$ cat config.mk
export PLATFORM = sky130hd
export DESIGN_NAME = motor_mode_state_machine_top
export DESIGN_NICKNAME = d
export VERILOG_FILES = /design/src/rtl/mmsm_pkg.sv /design/src/rtl/motor_mode_state_machine_top.sv
export SDC_FILE = /design/constraint.sdc
export NUM_CORES = 1
export LEC_CHECK = 0
export BUFFER_PORTS_ARGS = -buffer_cell sky130_fd_sc_hd__buf_2
export CORE_ASPECT_RATIO = 2
export CORE_MARGIN = 2
export CORE_UTILIZATION = 49
export CTS_BUF_LIST = sky130_fd_sc_hd__clkbuf_16
export CTS_CLUSTER_DIAMETER = 40
export DETAILED_ROUTE_END_ITERATION = 8
export MAX_ROUTING_LAYER = met4
export PLACE_DENSITY_LB_ADDON = 0.1
export SLEW_MARGIN = 20
export SYNTH_ARGS = -nofsm -noshare
export SYNTH_HDL_FRONTEND = slang
export SYNTH_SLANG_ARGS = --single-unit
$ cat constraint.sdc
create_clock -name clk -period 2 [get_ports clk]
set_clock_uncertainty 0.15 [all_clocks]
set_input_delay 0.4 -clock clk [delete_from_list [all_inputs] [get_ports clk]]
set_output_delay 0.4 -clock clk [all_outputs]
set_load 0.1 [all_outputs]
$ cat src/rtl/mmsm_pkg.sv
// ----------------------------------------------------------------------------
// Motor mode controller package
// Mode and event codes, stream packing widths and the mode transition table.
// ----------------------------------------------------------------------------
package mmsm_pkg;

	localparam int TRIP_W   = 3;
	localparam int SPEED_W  = 16;
	localparam int BUTTON_W = 5;
	localparam int MODE_W   = 3;

	// Input request packing, lowest bit first
	localparam int IN_BITS   = TRIP_W + 3 + SPEED_W + 1 + BUTTON_W;
	localparam int IN_DATA_W = ((IN_BITS + 7) / 8) * 8;

	// Result packing, lowest bit first
	localparam int OUT_BITS   = MODE_W + SPEED_W + 1;
	localparam int OUT_DATA_W = ((OUT_BITS + 7) / 8) * 8;

	typedef enum logic [MODE_W-1:0] {
		MODE_STOP   = 3'd0,
		MODE_CLOSED = 3'd1,
		MODE_OPEN   = 3'd2,
		MODE_GOTO   = 3'd3,
		MODE_PID    = 3'd4,
		MODE_FAULT  = 3'd5
	} mode_t;

	typedef enum logic [2:0] {
		EV_STOP   = 3'd0,
		EV_CLOSED = 3'd1,
		EV_OPEN   = 3'd2,
		EV_GOTO   = 3'd3,
		EV_PID    = 3'd4,
		EV_FAULT  = 3'd5
	} event_t;

	// Next mode for one event; an ignored event returns the current mode.
	// No entry maps a mode onto itself, so a change of code marks a transition.
	function automatic mode_t mode_next(input mode_t cur, input event_t ev);
		mode_t nx;
		nx = cur;
		case (ev)
			EV_STOP: begin
				if (cur inside {MODE_CLOSED, MODE_OPEN, MODE_GOTO, MODE_PID})
					nx = MODE_STOP;
			end
			EV_CLOSED: begin
				if (cur inside {MODE_STOP, MODE_OPEN})
					nx = MODE_CLOSED;
			end
			EV_OPEN: begin
				if (cur inside {MODE_STOP, MODE_CLOSED})
					nx = MODE_OPEN;
			end
			EV_GOTO: begin
				if (cur == MODE_STOP)
					nx = MODE_GOTO;
			end
			EV_PID: begin
				if (cur == MODE_STOP)
					nx = MODE_PID;
			end
			EV_FAULT: begin
				if (cur inside {MODE_STOP, MODE_CLOSED, MODE_OPEN, MODE_GOTO, MODE_PID})
					nx = MODE_FAULT;
			end
			default: nx = cur;
		endcase
		return nx;
	endfunction

endpackage

$ cat src/rtl/motor_mode_state_machine_top.sv
// ----------------------------------------------------------------------------
// Motor mode controller
// Six-mode controller (stop, closed loop, open loop, go to start, parameter
// identification, fault) driven by one service tick per stream request.
// ----------------------------------------------------------------------------
// Each request on the slave stream is one service tick and produces exactly
// one result on the master stream. The block takes one request per clock
// cycle while the master side does not stall; a request is held in the
// input register, then passes through the mode logic into the result
// register, and the mode, speed reference and pending latches update in
// the cycle the request leaves the input register. The pace is set by
// the mode/latch state feedback, which closes through a short cascade of
// transition table lookups. Stalls on the master side hold the result
// register and then the input register; nothing is dropped. Trips force
// fault, which only reset leaves; a pending stop request otherwise wins;
// else the command, start, go-to-start done and the five button edges are
// applied in that order. Entering stop or fault zeroes the speed reference,
// and entering parameter identification raises param_est_start for one
// result.
// ----------------------------------------------------------------------------
module motor_mode_state_machine_top
	import mmsm_pkg::*;
(
	input  logic                  clk,
	input  logic                  arst_n,
	input  logic                  s_tvalid,
	output logic                  s_tready,
	// [2:0] trip_levels, [3] stop_request, [4] start_request,
	// [5] command_valid, [21:6] speed_command, [22] gotostart_done,
	// [27:23] button_edges, upper bits zero
	input  logic [IN_DATA_W-1:0]  s_tdata,
	output logic                  m_tvalid,
	input  logic                  m_tready,
	// [2:0] mode, [18:3] speed_reference, [19] param_est_start,
	// upper bits zero
	output logic [OUT_DATA_W-1:0] m_tdata
);

	// Input register stage
	logic                  valid_s1;
	logic [IN_BITS-1:0]    data_s1;

	// Controller state
	mode_t                 mode_q;
	logic [SPEED_W-1:0]    ref_speed_q;
	logic                  stop_pend_q;
	logic                  start_pend_q;
	logic                  cmd_pend_q;
	logic [BUTTON_W-1:0]   btn_pend_q;

	// Result register
	logic                  out_valid_q;
	logic [OUT_BITS-1:0]   out_data_q;

	logic                  advance;

	// Unpacked request fields
	logic [TRIP_W-1:0]     trip_levels;
	logic                  stop_request;
	logic                  start_request;
	logic                  command_valid;
	logic signed [SPEED_W-1:0] speed_command;
	logic                  gotostart_done;
	logic [BUTTON_W-1:0]   button_edges;

	// Next-state values
	logic                  stop_p;
	logic                  start_p;
	logic                  cmd_p;
	logic [BUTTON_W-1:0]   btn_p;
	mode_t                 mode_c [0:8];
	logic                  clr_ref;
	logic                  pid_pulse;
	mode_t                 mode_d;
	logic [SPEED_W-1:0]    ref_speed_d;
	logic                  stop_pend_d;
	logic                  start_pend_d;
	logic                  cmd_pend_d;
	logic [BUTTON_W-1:0]   btn_pend_d;
	logic                  load_cmd;

	// Move the stage forward when the result register is free or emptying
	assign advance  = valid_s1 && (!out_valid_q || m_tready);
	assign s_tready = !valid_s1 || advance;

	assign trip_levels    = data_s1[2:0];
	assign stop_request   = data_s1[3];
	assign start_request  = data_s1[4];
	assign command_valid  = data_s1[5];
	assign speed_command  = data_s1[21:6];
	assign gotostart_done = data_s1[22];
	assign button_edges   = data_s1[27:23];

	// Latch new pulses first; every branch sees the ORed latches
	assign stop_p  = stop_pend_q | stop_request;
	assign start_p = start_pend_q | start_request;
	assign cmd_p   = cmd_pend_q | command_valid;
	assign btn_p   = btn_pend_q | button_edges;

	// Event cascade: trip, stop, start, go-to-start done, then each button in
	// bit order. Each step sees the mode the previous one left.
	always_comb begin
		mode_c[0] = mode_q;
		mode_c[1] = mode_q;
		mode_c[2] = mode_q;
		mode_c[3] = mode_q;
		mode_c[4] = mode_q;
		mode_c[5] = mode_q;
		mode_c[6] = mode_q;
		mode_c[7] = mode_q;
		mode_c[8] = mode_q;
		load_cmd     = 1'b0;
		stop_pend_d  = stop_p;
		start_pend_d = start_p;
		cmd_pend_d   = cmd_p;
		btn_pend_d   = btn_p;
		if (trip_levels != '0) begin
			// Fault: keep every latch as it stands
			mode_c[0] = mode_next(mode_q, EV_FAULT);
			for (int i = 1; i < 9; i++)
				mode_c[i] = mode_c[0];
		end else if (stop_p) begin
			// Stop request: drop the stop and start latches only
			stop_pend_d  = 1'b0;
			start_pend_d = 1'b0;
			mode_c[0]    = mode_next(mode_q, EV_STOP);
			for (int i = 1; i < 9; i++)
				mode_c[i] = mode_c[0];
		end else begin
			load_cmd     = cmd_p;
			cmd_pend_d   = 1'b0;
			start_pend_d = 1'b0;
			btn_pend_d   = '0;
			mode_c[0] = start_p ? mode_next(mode_q, EV_CLOSED) : mode_q;
			mode_c[1] = gotostart_done ? mode_next(mode_c[0], EV_STOP) : mode_c[0];
			mode_c[2] = btn_p[0] ? mode_next(mode_c[1], EV_STOP) : mode_c[1];
			mode_c[3] = btn_p[1] ? mode_next(mode_c[2], EV_PID) : mode_c[2];
			mode_c[4] = btn_p[2] ? mode_next(mode_c[3], EV_CLOSED) : mode_c[3];
			mode_c[5] = btn_p[3] ? mode_next(mode_c[4], EV_OPEN) : mode_c[4];
			mode_c[6] = btn_p[4] ? mode_next(mode_c[5], EV_GOTO) : mode_c[5];
			mode_c[8] = mode_c[6];
		end
	end

	// Transitions into stop, fault or parameter id along the cascade
	always_comb begin
		mode_t prev;
		clr_ref   = 1'b0;
		pid_pulse = 1'b0;
		prev      = mode_q;
		for (int i = 0; i < 7; i++) begin
			if (mode_c[i] != prev) begin
				if (mode_c[i] == MODE_STOP || mode_c[i] == MODE_FAULT)
					clr_ref = 1'b1;
				if (mode_c[i] == MODE_PID)
					pid_pulse = 1'b1;
			end
			prev = mode_c[i];
		end
	end

	// Command load comes first in the tick, so a later clear wins
	assign mode_d      = mode_c[8];
	assign ref_speed_d = clr_ref ? '0 : (load_cmd ? speed_command : ref_speed_q);

	// Input register
	always_ff @(posedge clk or negedge arst_n) begin
		if (!arst_n) begin
			valid_s1 <= 1'b0;
		end else if (s_tready) begin
			valid_s1 <= s_tvalid;
		end
	end

	always_ff @(posedge clk) begin
		if (s_tready && s_tvalid)
			data_s1 <= s_tdata[IN_BITS-1:0];
	end

	// Controller state, updated once per tick
	always_ff @(posedge clk or negedge arst_n) begin
		if (!arst_n) begin
			mode_q       <= MODE_STOP;
			ref_speed_q  <= '0;
			stop_pend_q  <= 1'b0;
			start_pend_q <= 1'b0;
			cmd_pend_q   <= 1'b0;
			btn_pend_q   <= '0;
		end else if (advance) begin
			mode_q       <= mode_d;
			ref_speed_q  <= ref_speed_d;
			stop_pend_q  <= stop_pend_d;
			start_pend_q <= start_pend_d;
			cmd_pend_q   <= cmd_pend_d;
			btn_pend_q   <= btn_pend_d;
		end
	end

	// Result register: hold while the master side stalls
	always_ff @(posedge clk or negedge arst_n) begin
		if (!arst_n) begin
			out_valid_q <= 1'b0;
		end else if (advance) begin
			out_valid_q <= 1'b1;
		end else if (m_tready) begin
			out_valid_q <= 1'b0;
		end
	end

	always_ff @(posedge clk) begin
		if (advance)
			out_data_q <= {pid_pulse, ref_speed_d, mode_d};
	end

	assign m_tvalid = out_valid_q;
	assign m_tdata  = {{(OUT_DATA_W - OUT_BITS){1'b0}}, out_data_q};

endmodule

**Yosys cells after proc, flatten, opt, wreduce, memory -nomap -nowiden**

Index checks and enable logic that the tools add are counted.

- Bits of input ports: 36
- Latch bits: 0
- Memories kept: 0
- Word-level logic and storage cells: 155
- RAM bits: 0
- Register bits: 77
- Memory bits (read-only): 0

- Equality and inequality tests: 35
- Div/mod/pow operators: 0
- Shift-type cells: 0
- Mux-type cells: 72
- $mul: 0
- $lt $le $gt $ge: 0
- Reduce and logical (&&, ||, !) cells: 34
- $add $sub $neg: 0
- Bitwise gates (word level): 4

Operator list:

| operator | count |
|---|---|
| two-way mux 3 bit | 30 |
| equality test 3 bit (second input constant) | 17 |
| logical NOT 3 bit | 12 |
| two-way mux 1 bit | 36 |
| two-way mux 16 bit | 2 |
| two-way mux 27 bit | 1 |
| equality test 3 x 2 -> 1 bit (second input constant) | 7 |
| two-way mux 21 bit | 1 |
| inequality test 3 bit | 7 |
| equality test 3 x 1 -> 1 bit (second input constant) | 4 |
| nonzero test 4 bit | 3 |
| two-way mux 5 bit | 2 |
| logical OR 1 bit | 9 |
| nonzero test 2 bit | 4 |
| OR 5 bit | 1 |
| nonzero test 5 bit | 1 |
| OR 1 bit | 3 |
| nonzero test 3 bit | 1 |
| logical AND 1 bit | 2 |
| logical NOT 1 bit | 2 |

**Depth between registers and ports, before layout**

Gate-level depths: netlist of the first run.

- Word-level depth: 57
- Depth in mapped cells: 8
- Depth with buffers taken out: 5

**Worst setup path after synthesis of the first run**

Ideal clock, no wire load.

- Path kind: register to register
- Start point: register out_valid_q (netlist: m_tvalid)
- End point: register data_s1[0], enable pin
- Library setup time: 0.384 ns
- Required time: 1.466 ns
- Slack: -1.270 ns
- Arrival time: 2.736 ns
- Cell stages (with the launch flop): 3
- Cell sequence: dfrtp_1 -> nand3b_1 -> and2_1

- Word-level cells in the longest chain between the ends: 5

RTL lines:

| element | RTL line | source |
|---|---|---|
| start, declared | motor_mode_state_machine_top.sv:52 | `logic out_valid_q;` |
| start signal, assigned | motor_mode_state_machine_top.sv:202 | `out_valid_q <= 1'b0;` |
| start signal, assigned | motor_mode_state_machine_top.sv:204 | `out_valid_q <= 1'b1;` |
| start signal, assigned | motor_mode_state_machine_top.sv:206 | `out_valid_q <= 1'b0;` |
| logical NOT 1 bit | motor_mode_state_machine_top.sv:83 | `assign advance = valid_s1 && (!out_valid_q \|\| m_tready);` |
| logical OR 1 bit | motor_mode_state_machine_top.sv:83 |  |
| logical AND 1 bit | motor_mode_state_machine_top.sv:83 |  |
| logical OR 1 bit | motor_mode_state_machine_top.sv:84 | `assign s_tready = !valid_s1 \|\| advance;` |
| net s_tready | motor_mode_state_machine_top.sv:27 | `output logic s_tready,` |
| logical AND 1 bit | motor_mode_state_machine_top.sv:176 | `if (s_tready && s_tvalid)` |
| end signal, assigned | motor_mode_state_machine_top.sv:177 | `data_s1 <= s_tdata[IN_BITS-1:0];` |
| end, declared | motor_mode_state_machine_top.sv:41 | `logic [IN_BITS-1:0] data_s1;` |

The timed path passes the listed nets, and every way through them passes these cells.
A chain may end at the register's enable or synchronous reset.

**Worst setup path in the final report of the first run**

- Start point: register mode_q[0]
- End point: register ref_speed_q[14]

- Word-level cells in the longest chain between the ends: 45
- Elaborated cells between the ends (all ways): 99
- Classes of those cells: 28 x eq/ne; 45 x mux; 26 x reduce/logical

RTL lines:

| element | RTL line | source |
|---|---|---|
| start, declared | motor_mode_state_machine_top.sv:44 | `mode_t mode_q;` |
| start signal, assigned | motor_mode_state_machine_top.sv:190 | `mode_q <= mode_d;` |
| equality test 3 x 2 -> 1 bit / logical NOT 3 bit (equally long branches) | mmsm_pkg.sv:45, mmsm_pkg.sv:49, mmsm_pkg.sv:65 |  |
| nonzero test 2 bit | mmsm_pkg.sv:49 | `if (cur inside {MODE_STOP, MODE_OPEN})` |
| two-way mux 3 bit | mmsm_pkg.sv:49 |  |
| two-way mux 3 bit | motor_mode_state_machine_top.sv:122 | `end else if (stop_p) begin` |
| two-way mux 3 bit | motor_mode_state_machine_top.sv:117 | `if (trip_levels != '0) begin` |
| two-way mux 3 bit | motor_mode_state_machine_top.sv:134 | `mode_c[0] = start_p ? mode_next(mode_q, EV_CLOSED) : mode_q;` |
| equality test 3 x 1 -> 1 bit (tied with other cells) | mmsm_pkg.sv:45 | `if (cur inside {MODE_CLOSED, MODE_OPEN, MODE_GOTO, MODE_PID})` |
| nonzero test 4 bit | mmsm_pkg.sv:45 |  |
| (+29 left out) | - |  |
| two-way mux 3 bit | motor_mode_state_machine_top.sv:140 | `mode_c[6] = btn_p[4] ? mode_next(mode_c[5], EV_GOTO) : mode_c[5];` |
| two-way mux 21 bit | motor_mode_state_machine_top.sv:122 |  |
| two-way mux 27 bit | motor_mode_state_machine_top.sv:117 |  |
| equality test 3 bit / logical NOT 3 bit (equally long branches) | motor_mode_state_machine_top.sv:153 | `if (mode_c[i] == MODE_STOP \|\| mode_c[i] == MODE_FAULT)` |
| logical OR 1 bit | motor_mode_state_machine_top.sv:153 |  |
| two-way mux 1 bit | motor_mode_state_machine_top.sv:153 |  |
| two-way mux 1 bit (*) | motor_mode_state_machine_top.sv:152 | `if (mode_c[i] != prev) begin` |
| two-way mux 16 bit (*) | motor_mode_state_machine_top.sv:164 | `assign ref_speed_d = clr_ref ? '0 : (load_cmd ? speed_command : ref_speed_q);` |
| end signal, assigned | motor_mode_state_machine_top.sv:191 | `ref_speed_q <= ref_speed_d;` |
| end, declared | motor_mode_state_machine_top.sv:45 | `logic [SPEED_W-1:0] ref_speed_q;` |

Mark *: on every way between the ends. The rest lies on a longest branch, timed or not. The select of a mux whose other input is x is not followed.

==> flow_summary.toml, run 1 <==
[finish]
fin_nets = 371
areaGrowthSynthToFinish_pct = 34.41
layout_common_cells = "buf_2 (52), edfxtp_1 (48), nand2_1 (37), buf_4 (28), dfrtp_1 (27)"
n_fill_cell = 518
diodes = 0
design_area_mm2 = 0.004213
drive_above_1_share_pct = 39.41
final_common_cell = "buf_2"

[worst_setup_path]
path_class = "reg2reg"
critPathMaxStageDelay_ns = 0.40
critPathLaunchType = "flop"
worstPathRequired_ns = 2.08
slowest_stage = "dfrtp_1"
reg2reg_to = "ref_speed_q[14]$_DFFE_PN0P_"
r2r-start = "mode_q[0]$_DFFE_PN0P_"
ff2ff_path_depth = 9
path_cells = "buf_4, o31ai_1, buf_4, o21ai_4, nor3_4, buf_6, o31ai_4, buf_12, a22o_1"
r2r_slack_ns = -0.08
arrival_ns = 2.16
crit_path_end_kind = "flop"
crit_top_cell = "buf_4"
crit_path_max_fanout = 16

[clocking]
clock-sinks = 77
worstSkewPairLatency_ns = 0.34
htree_levels = 3
cts_root_buf = "clkbuf_16"
cts_buffer_depth = 2
cts_tree = "built"
numCtsBuffers = 9
clk_pin_slew_worst_paths_ns = 0.06

[worst_hold_path]
hold_depth = 1
hold_path_end = "data_s1[20]$_DFFE_PP_"
hold_path.startpoint = "s_tdata[20]"
min_path_type = "in2reg"

[synth]
async_flop_share_pct = 37.66
yosysWarningCount = 0
synthCells = 246
yosys_register_bits = 77
synth_top_area_share_pct = 45.99
synthFlopType = "edfxtp_1"
synth-seq-area-share_pct = 69.14
synth_area_leaders = "edfxtp_1 (46%), dfrtp_1 (23%), a21oi_1 (5.1%)"
syn_area_mm2 = 0.003134
synth_cell_types = 39
synth-edff-count = 48
yosysTopAreaCell = "edfxtp_1"
syn_avg_cell_area_um2 = 12.74

[timing]
finalCritPeriodShare_pct = 104.1
setup_ws_ns = -0.08291
layout_min_cycle_time_ns = 2.083
rsz0062_at_grt = "yes"
slew_viol_final = 0
hold_viol = 0
setup_viol = 35
max_clock_freq_ghz = 0.4801

[place]
postPlaceCellArea_mm2 = 0.003785
dp_hpwl_um = 4863
gp_congestion = 0.9136
port_buffers = 53
place_ws_ns = -0.4199

[detailed_routing]
wl_per_cell_um = 16.15
wirelength_um = 6881
drtIter0Drc = 124
antenna_left = 0
drc = 0
viasPerCell = 5.256
vias = 2239
dr.pass1.iters = 6

[global_routing]
antenna_found_initial = 0
grt_pass1_vias = 2221
grt_max_degree = 29
grt_overflow = 0
grt_pass1_wl_um = 10780
grt_usage_pct = 22.39

[floorplanning]
chipHeight_um = 117.1
die_w_um = 60.55
row_count = 41
dieArea_mm2 = 0.007091
initial_core_util_pct = 50.08
core_area_mm2 = 0.006259
io_pins = 62

[run]
maxCapViolations = 0

[outcome]
status = "finished with violations"
violations = "negative setup slack"

[power_and_ir_drop]
ir_drop_mv = 0.6966
power.leakage_nw = 1.666
power.density_mw_per_mm2 = 1024
logic make-up after synthesis:
family          share of synthesized area, %
flops                                  69.14
compound gates                         16.29
simple gates                           11.22
buf+inv                                3.233
other cells                           0.1196
metrics by stage:
| stage | utilization, % | std cells | hold WS, ns | setup TNS, ns | power (mW) |
|---|---|---|---|---|---|
| after floorplan | - | 249 | -0.04559 | -13.13 | 2.533 |
| after global placement | 60.48 | 404 | 0.2072 | -7.265 | 2.742 |
| after detailed placement | 60.48 | 404 | 0.2032 | -8.343 | 2.750 |
| after CTS | 66.69 | 426 | 0.07165 | -2.206 | 4.341 |
| after global routing | 67.31 | 426 | 0.07745 | -4.281 | 4.462 |
| final | 67.31 | 426 | 0.08209 | -2.144 | 4.313 |
worst max path at each step:
stage	slack (ns)	from	depth (start not counted)	to
2_1_floorplan	-0.42	m_tvalid$_DFFE_PN0P_	2	data_s1[0]$_DFFE_PP_
3_3_place_gp	-0.36	data_s1[4]$_DFFE_PP_	5	ref_speed_q[12]$_DFFE_PN0P_
3_5_place_dp	-0.42	data_s1[4]$_DFFE_PP_	5	ref_speed_q[14]$_DFFE_PN0P_
4_1_cts	-0.11	mode_q[1]$_DFFE_PN0P_	5	out_data_q[0]$_DFFE_PP_
5_1_grt	-0.14	mode_q[0]$_DFFE_PN0P_	8	out_data_q[13]$_DFFE_PP_
6_report	-0.08	mode_q[0]$_DFFE_PN0P_	9	ref_speed_q[14]$_DFFE_PN0P_
area by class of cell:
type	count	area, µm²	area share [%]
timing repair buffer	90	621.8	14.76
multi-input combinational	154	1016	24.12
inverter	3	11.26	0.2673
clock buffer	9	225.2	5.346
clock inverter	7	58.81	1.396
tap	86	107.6	2.554
sequential	77	2172	51.56
Yosys cell counts (2+ instances only):
master     n
edfxtp_1  48
nand2_1   37
a21oi_1   32
dfrtp_1   29
nor2_1    18
a22o_1    16
o21ai_0    9
clkbuf_1   6
buf_4      4
buf_2      3
inv_1      3
nand2b_1   3
nor3_1     3
o22ai_1    3
a31oi_1    2
buf_6      2
nor3_2     2
o21a_1     2
o21ai_2    2
o22a_1     2
or2_1      2
what timing repair did:
| action | 4_1_cts | 5_1_grt |
|---|---|---|
| resized for setup | 10 | 10 |
| endpoints found under the hold margin | 14 | 0 |
| endpoints found under the setup margin | 38 | 39 |
| buffers inserted | 5 | 0 |
| pin swaps | 10 | 3 |
| hold buffers | 1 | 0 |
per-layer routing:
metal | GRT usage, % | routed length, µm | vias up
met2 | 39.78 | 3955 | 74
met3 | 5.165 | 289 | 20
met4 | 11.45 | 210 | 0
met5 | - | 0 | -
met1 | 21.81 | 2426 | 1066
li1 | - | - | 1079
worst max-delay path, delay by kind of cell (launching register included):
kind / cells / cell delay, ns
buffers and inverters: 4 / 0.64
AOI/OAI and AO/OA: 4 / 0.53
DFF: 1 / 0.40
and+or+nand+nor: 1 / 0.24
registers in the layout (all words and copies together) (netlist names):
| name | flops |
|---|---|
| data_s1 | 28 |
| mode_q | 3 |
| cmd_pend_q | 1 |
| out_data_q | 20 |
| stop_pend_q | 1 |
| btn_pend_q | 5 |
| ref_speed_q | 16 |
| start_pend_q | 1 |
| m_tvalid | 1 |
| valid_s1 | 1 |
report_power, final:
group | leakage, nW | switching, mW | internal (mW)
clock network | 0.147 | 0.595 | 0.946
logic | 0.706 | 0.605 | 0.270
registers | 0.813 | 0.0677 | 1.83
total | 1.67 | 1.27 | 3.04
Power figures use the tool's default switching activity.
==> inputs of run 2 (changes only) <==
Settings changed: CORE_ASPECT_RATIO 2 to not set.
==> run 2 against run 1 <==
Against the previous run:
- register-to-register slack better by 0.02 ns
- sequential share of layout area is 1.1 points lower
- sequential power hardly changed
- critical path depth is 3 lower
- cell count is 0.70% lower
- first-iteration DRC count is 8.1% higher
- fmax is 0.88% higher
- core utilization is 1.2 points higher
- hold slack better by 0.015 ns
- clock-buffer cell count stayed put
- wire length is 1.6% lower
- largest cell class unchanged
- power is 2.0% higher
- the run still ends with negative setup slack left
- critical path type unchanged
==> flow_summary.toml, run 2 (same netlist as run 1, synthesis figures left out) <==
[finish]
drive_above_1_share_pct = 42.20
final_common_cell = "buf_2"
diodes = 0
utilization_pct = 68.55
regMostFlops = "data_s1"
layout_common_cells = "buf_2 (53), edfxtp_1 (48), nand2_1 (37), buf_4 (30), dfrtp_1 (28)"
design_area_mm2 = 0.004303
largest_reg_flops = 28
stdcell_count = 423
areaGrowthSynthToFinish_pct = 37.29
fin_nets = 377
reg_top3 = "data_s1 x28, out_data_q x20, ref_speed_q x16"

[timing]
max_clock_freq_ghz = 0.4843
setup_viol = 35
hold_viol = 0
setup_ws_ns = -0.06477
layout_min_cycle_time_ns = 2.065
slew_viol_final = 0
finalSetupTns_ns = -1.067
rsz0062_at_grt = "yes"
whs_ns = 0.09704
finalCritPeriodShare_pct = 103.2

[detailed_routing]
viasPerCell = 5.326
drc = 0
wl_per_cell_um = 16.01
dr.pass1.iters = 4
antenna_left = 0
drtIter0Drc = 134
vias = 2253
wirelength_um = 6771

[floorplanning]
io_pins = 62
row_count = 29
core_area_mm2 = 0.006277
initial_core_util_pct = 49.93
dieArea_mm2 = 0.007052
chipHeight_um = 83.98
die_w_um = 83.98

[place]
port_buffers = 53
dp.cells = 396
place_ws_ns = -0.3755
postPlaceCellArea_mm2 = 0.003769
gp_congestion = 0.8615
dp_hpwl_um = 4401

[clocking]
worstSkewPairLatency_ns = 0.32
cts_buffer_depth = 2
clock-sinks = 77
clk_pin_slew_worst_paths_ns = 0.06
cts_root_buf = "clkbuf_16"
numCtsBuffers = 9
htree_levels = 3
cts_tree = "built"

[power_and_ir_drop]
p_sw_mw = 1.282
p_seq_share_pct = 43.1
clockPowerShare_pct = 34.8
comb_power_share_pct = 22.0
ir_drop_mv = 0.9065
switching_share_pct = 29.16
power.leakage_nw = 1.707
finalPower_mw = 4.398
power.density_mw_per_mm2 = 1022
intPower_mw = 3.116

[run]
maxCapViolations = 0

[worst_setup_path]
critPathMaxStageDelay_ns = 0.57
arrival_ns = 1.98
slowest_stage = "or4_4"
path_class = "reg2reg"
crit_path_end_kind = "flop"
critPathLaunchType = "flop"
path_cells = "or4_4, buf_6, a21oi_4, or2_4, o22a_1, o21ai_1"
worstPathRequired_ns = 1.92
crit_path_max_fanout = 4

[global_routing]
grt_pass1_vias = 2201
antenna_found_initial = 0
grt_max_degree = 30
grt_usage_pct = 20.72
grt_pass1_wl_um = 10810
grt_overflow = 0

[outcome]
violations = "negative setup slack"
status = "finished with violations"

[worst_hold_path]
min_path_type = "in2reg"
[run 2: cell count changes in the layout (fill, tap and decap cells not counted), sizes merged]
| cell | change |
|---|---|
| buf | +6 |
[run 2: critical path: cells and delay by family, from the launching register on]
family / cells / cell delay (ns)
flip-flops: 1 / 0.38
buffers and inverters: 1 / 0.14
AO/OA/AOI/OAI: 3 / 0.41
AND/OR/NAND/NOR: 2 / 0.73
[run 2: cell type report]
cell class              instances  area (µm²)
well taps                      77       96.34
inverters                       3       11.26
fillers                       454        1974
repair buffers                 96       675.6
clock buffers                   9       225.2
multi-input cells             154        1064
clock inverters                 7       60.06
flip-flops and latches         77        2171
[run 2: final timing paths]
| kind | slack, ns | cells past startpoint | start | end |
|---|---|---|---|---|
| min in group asynchronous | 0.40 | 3 | arst_n | btn_pend_q[2]$_DFFE_PN0P_ |
| worst max-delay path | -0.06 | 6 | mode_q[0]$_DFFE_PN0P_ | out_data_q[1]$_DFFE_PP_ |
| worst max register to register | -0.06 | 6 | mode_q[0]$_DFFE_PN0P_ | out_data_q[1]$_DFFE_PP_ |
| max in group asynchronous | 1.10 | 3 | arst_n | m_tvalid$_DFFE_PN0P_ |
| worst min-delay path | 0.1 | 1 | s_tdata[3] | data_s1[3]$_DFFE_PP_ |
| worst min register to register | 0.34 | 1 | valid_s1$_DFFE_PN0N_ | m_tvalid$_DFFE_PN0P_ |
[run 2: power groups by stage]
stage	clock [mW]	sequential [mW]	combinational [mW]
floorplan	0	2.16	0.377
global placement	0	1.92	0.816
detailed placement	0	1.92	0.824
CTS	1.56	1.90	0.875
global route	1.64	1.91	1.03
finish	1.53	1.90	0.969
[run 2: layer usage]
layer / up-vias / wire length [µm] / track usage, %
met4: 0 / 85 / 5.718
met3: 6 / 338 / 6.627
met2: 69 / 3440 / 33.75
li1: 1091 / - / -
met1: 1087 / 2906 / 25.10
met5: - / 0 / -
[run 2: what timing repair did]
item / CTS / global route
hold endpoints to repair: 29 / 0
resized for setup: 17 / 16
cloned: 0 / 1
hold buffers: 1 / 0
endpoints found under the setup margin: 38 / 38
buffers inserted: 4 / 5
pin swaps: 10 / 5
==> inputs of run 3 (changes only) <==
Settings changed: SKIP_CTS_REPAIR_TIMING set to 1.
==> run 3 against run 2 <==
Against the previous run:
- the run still ends with negative setup slack left
- via count fell by 0.67%
- cell count is the same
- first-iteration DRC count decreased by 15%
- sequential power about the same
- fmax up 0.45%
- clock power about the same
- die area unchanged
- hold slack got worse by 0.00086 ns
- register-to-register slack barely moved
- critical endpoint is now out_data_q[14]$_DFFE_PP_
- clock-buffer cell count unchanged
- final area is essentially flat
==> flow_summary.toml, run 3 (same netlist as run 1, synthesis figures left out) <==
[worst_setup_path]
r2r_slack_ns = -0.06
arrival_ns = 2.09
crit_path_end_kind = "flop"
crit_path_max_fanout = 6
critical-path-top-delay-family = "simple AND/OR/NAND/NOR gates"
ff2ff_path_depth = 6
path_class = "reg2reg"
critPathMaxStageDelay_ns = 0.57
slowest_stage = "or4_4"
path_cells = "or4_4, o21ai_4, nor3_4, or2_4, clkbuf_16, a21oi_1"
worstPathRequired_ns = 2.03
reg2reg_to = "out_data_q[14]$_DFFE_PP_"
critPathLaunchType = "flop"
path_buf_inv = 1
r2r-start = "mode_q[0]$_DFFE_PN0P_"

[power_and_ir_drop]
power.leakage_nw = 1.710
power.density_mw_per_mm2 = 1019
clockPowerShare_pct = 34.9
switching_share_pct = 29.00
p_seq_share_pct = 43.3
comb_power_share_pct = 21.8
ir_drop_mv = 0.9228
p_sw_mw = 1.272
intPower_mw = 3.115

[floorplanning]
core_area_mm2 = 0.006277
initial_core_util_pct = 49.93
chipHeight_um = 83.98
row_count = 29
dieArea_mm2 = 0.007052
io_pins = 62
die_w_um = 83.98

[worst_hold_path]
min_path_type = "in2reg"
hold_path.startpoint = "s_tdata[3]"
hold_depth = 1
hold_path_end = "data_s1[3]$_DFFE_PP_"

[detailed_routing]
vias = 2238
drc = 0
antenna_left = 0
wirelength_um = 6630
viasPerCell = 5.291
drtIter0Drc = 114
dr.pass1.iters = 4
wl_per_cell_um = 15.67

[finish]
regArea_mm2 = 0.002171
drive_above_1_share_pct = 42.20
regMostFlops = "data_s1"
diodes = 0
multiInputGateArea_mm2 = 0.001057
final_common_cell = "buf_2"
n_fill_cell = 453
largest_reg_flops = 28
reg_top3 = "data_s1 x28, out_data_q x20, ref_speed_q x16"
fin_nets = 377
areaGrowthSynthToFinish_pct = 37.37
layout_common_cells = "buf_2 (53), edfxtp_1 (48), nand2_1 (37), buf_4 (30), dfrtp_1 (28)"

[global_routing]
grt_usage_pct = 20.35
grt_pass1_wl_um = 10610
grt_overflow = 0
antenna_found_initial = 0
grt_pass1_vias = 2147
grt_max_degree = 30

[clocking]
cts_root_buf = "clkbuf_16"
numCtsBuffers = 9
htree_levels = 3
clk_pin_slew_worst_paths_ns = 0.06
clock-sinks = 77
cts_buffer_depth = 2
worstSkewPairLatency_ns = 0.32
cts_tree = "built"

[place]
place_ws_ns = -0.3755
gp_congestion = 0.8615
port_buffers = 53
dp_hpwl_um = 4401

[timing]
finalSetupTns_ns = -1.125
slew_viol_final = 0
hold_viol = 0
setup_viol = 35
rsz0062_at_grt = "yes"
setup_ws_ns = -0.05545
finalCritPeriodShare_pct = 102.8
layout_min_cycle_time_ns = 2.055
max_clock_freq_ghz = 0.4865

[outcome]
violations = "negative setup slack"
status = "finished with violations"

[run]
maxCapViolations = 0
-- run 3: stage by stage --
step	hold slack [ns]	utilization, %	power (mW)	instance area [µm²]	cells
floorplan	-0.04559	-	2.533	3259	249
global placement	0.2126	60.04	2.736	3769	396
detailed placement	0.2154	60.04	2.747	3769	396
CTS	-0.1325	64.58	4.282	4054	412
global route	0.08451	68.59	4.557	4305	423
finish	0.09618	68.59	4.387	4305	423
-- run 3: routing by layer --
metal / global-route usage, % / part of all wire [%]
met4: 5.718 / 1.2
met5: - / 0
met1: 24.97 / 44
met3: 6.627 / 5.0
met2: 32.65 / 50
-- run 3: power by group through the flow --
stage,logic [mW],clock network [mW],registers [mW]
3_5_place_dp,0.824,0,1.92
5_1_grt,1.01,1.63,1.91
6_report,0.956,1.53,1.90
2_1_floorplan,0.377,0,2.16
3_3_place_gp,0.816,0,1.92
4_1_cts,0.826,1.56,1.89
-- run 3: final cells by class --
cell class                 instances  area share (%)
clock buffer                       9           5.231
clock inverter                     7           1.395
inverter                           3          0.2616
multi-input combinational        154           24.56
sequential                        77           50.42
tap                               77           2.238
timing repair buffer              96           15.90
-- run 3: worst max-delay path by stage --
stage / slack [ns] / from / cells past startpoint / to
after global routing: -0.11 / mode_q[1]$_DFFE_PN0P_ / 8 / out_data_q[10]$_DFFE_PP_
after global placement: -0.32 / data_s1[4]$_DFFE_PP_ / 5 / ref_speed_q[13]$_DFFE_PN0P_
after floorplan: -0.42 / m_tvalid$_DFFE_PN0P_ / 2 / data_s1[0]$_DFFE_PP_
after CTS: -0.39 / data_s1[4]$_DFFE_PP_ / 5 / ref_speed_q[14]$_DFFE_PN0P_
final: -0.06 / mode_q[0]$_DFFE_PN0P_ / 6 / out_data_q[14]$_DFFE_PP_
after detailed placement: -0.38 / data_s1[4]$_DFFE_PP_ / 5 / ref_speed_q[14]$_DFFE_PN0P_
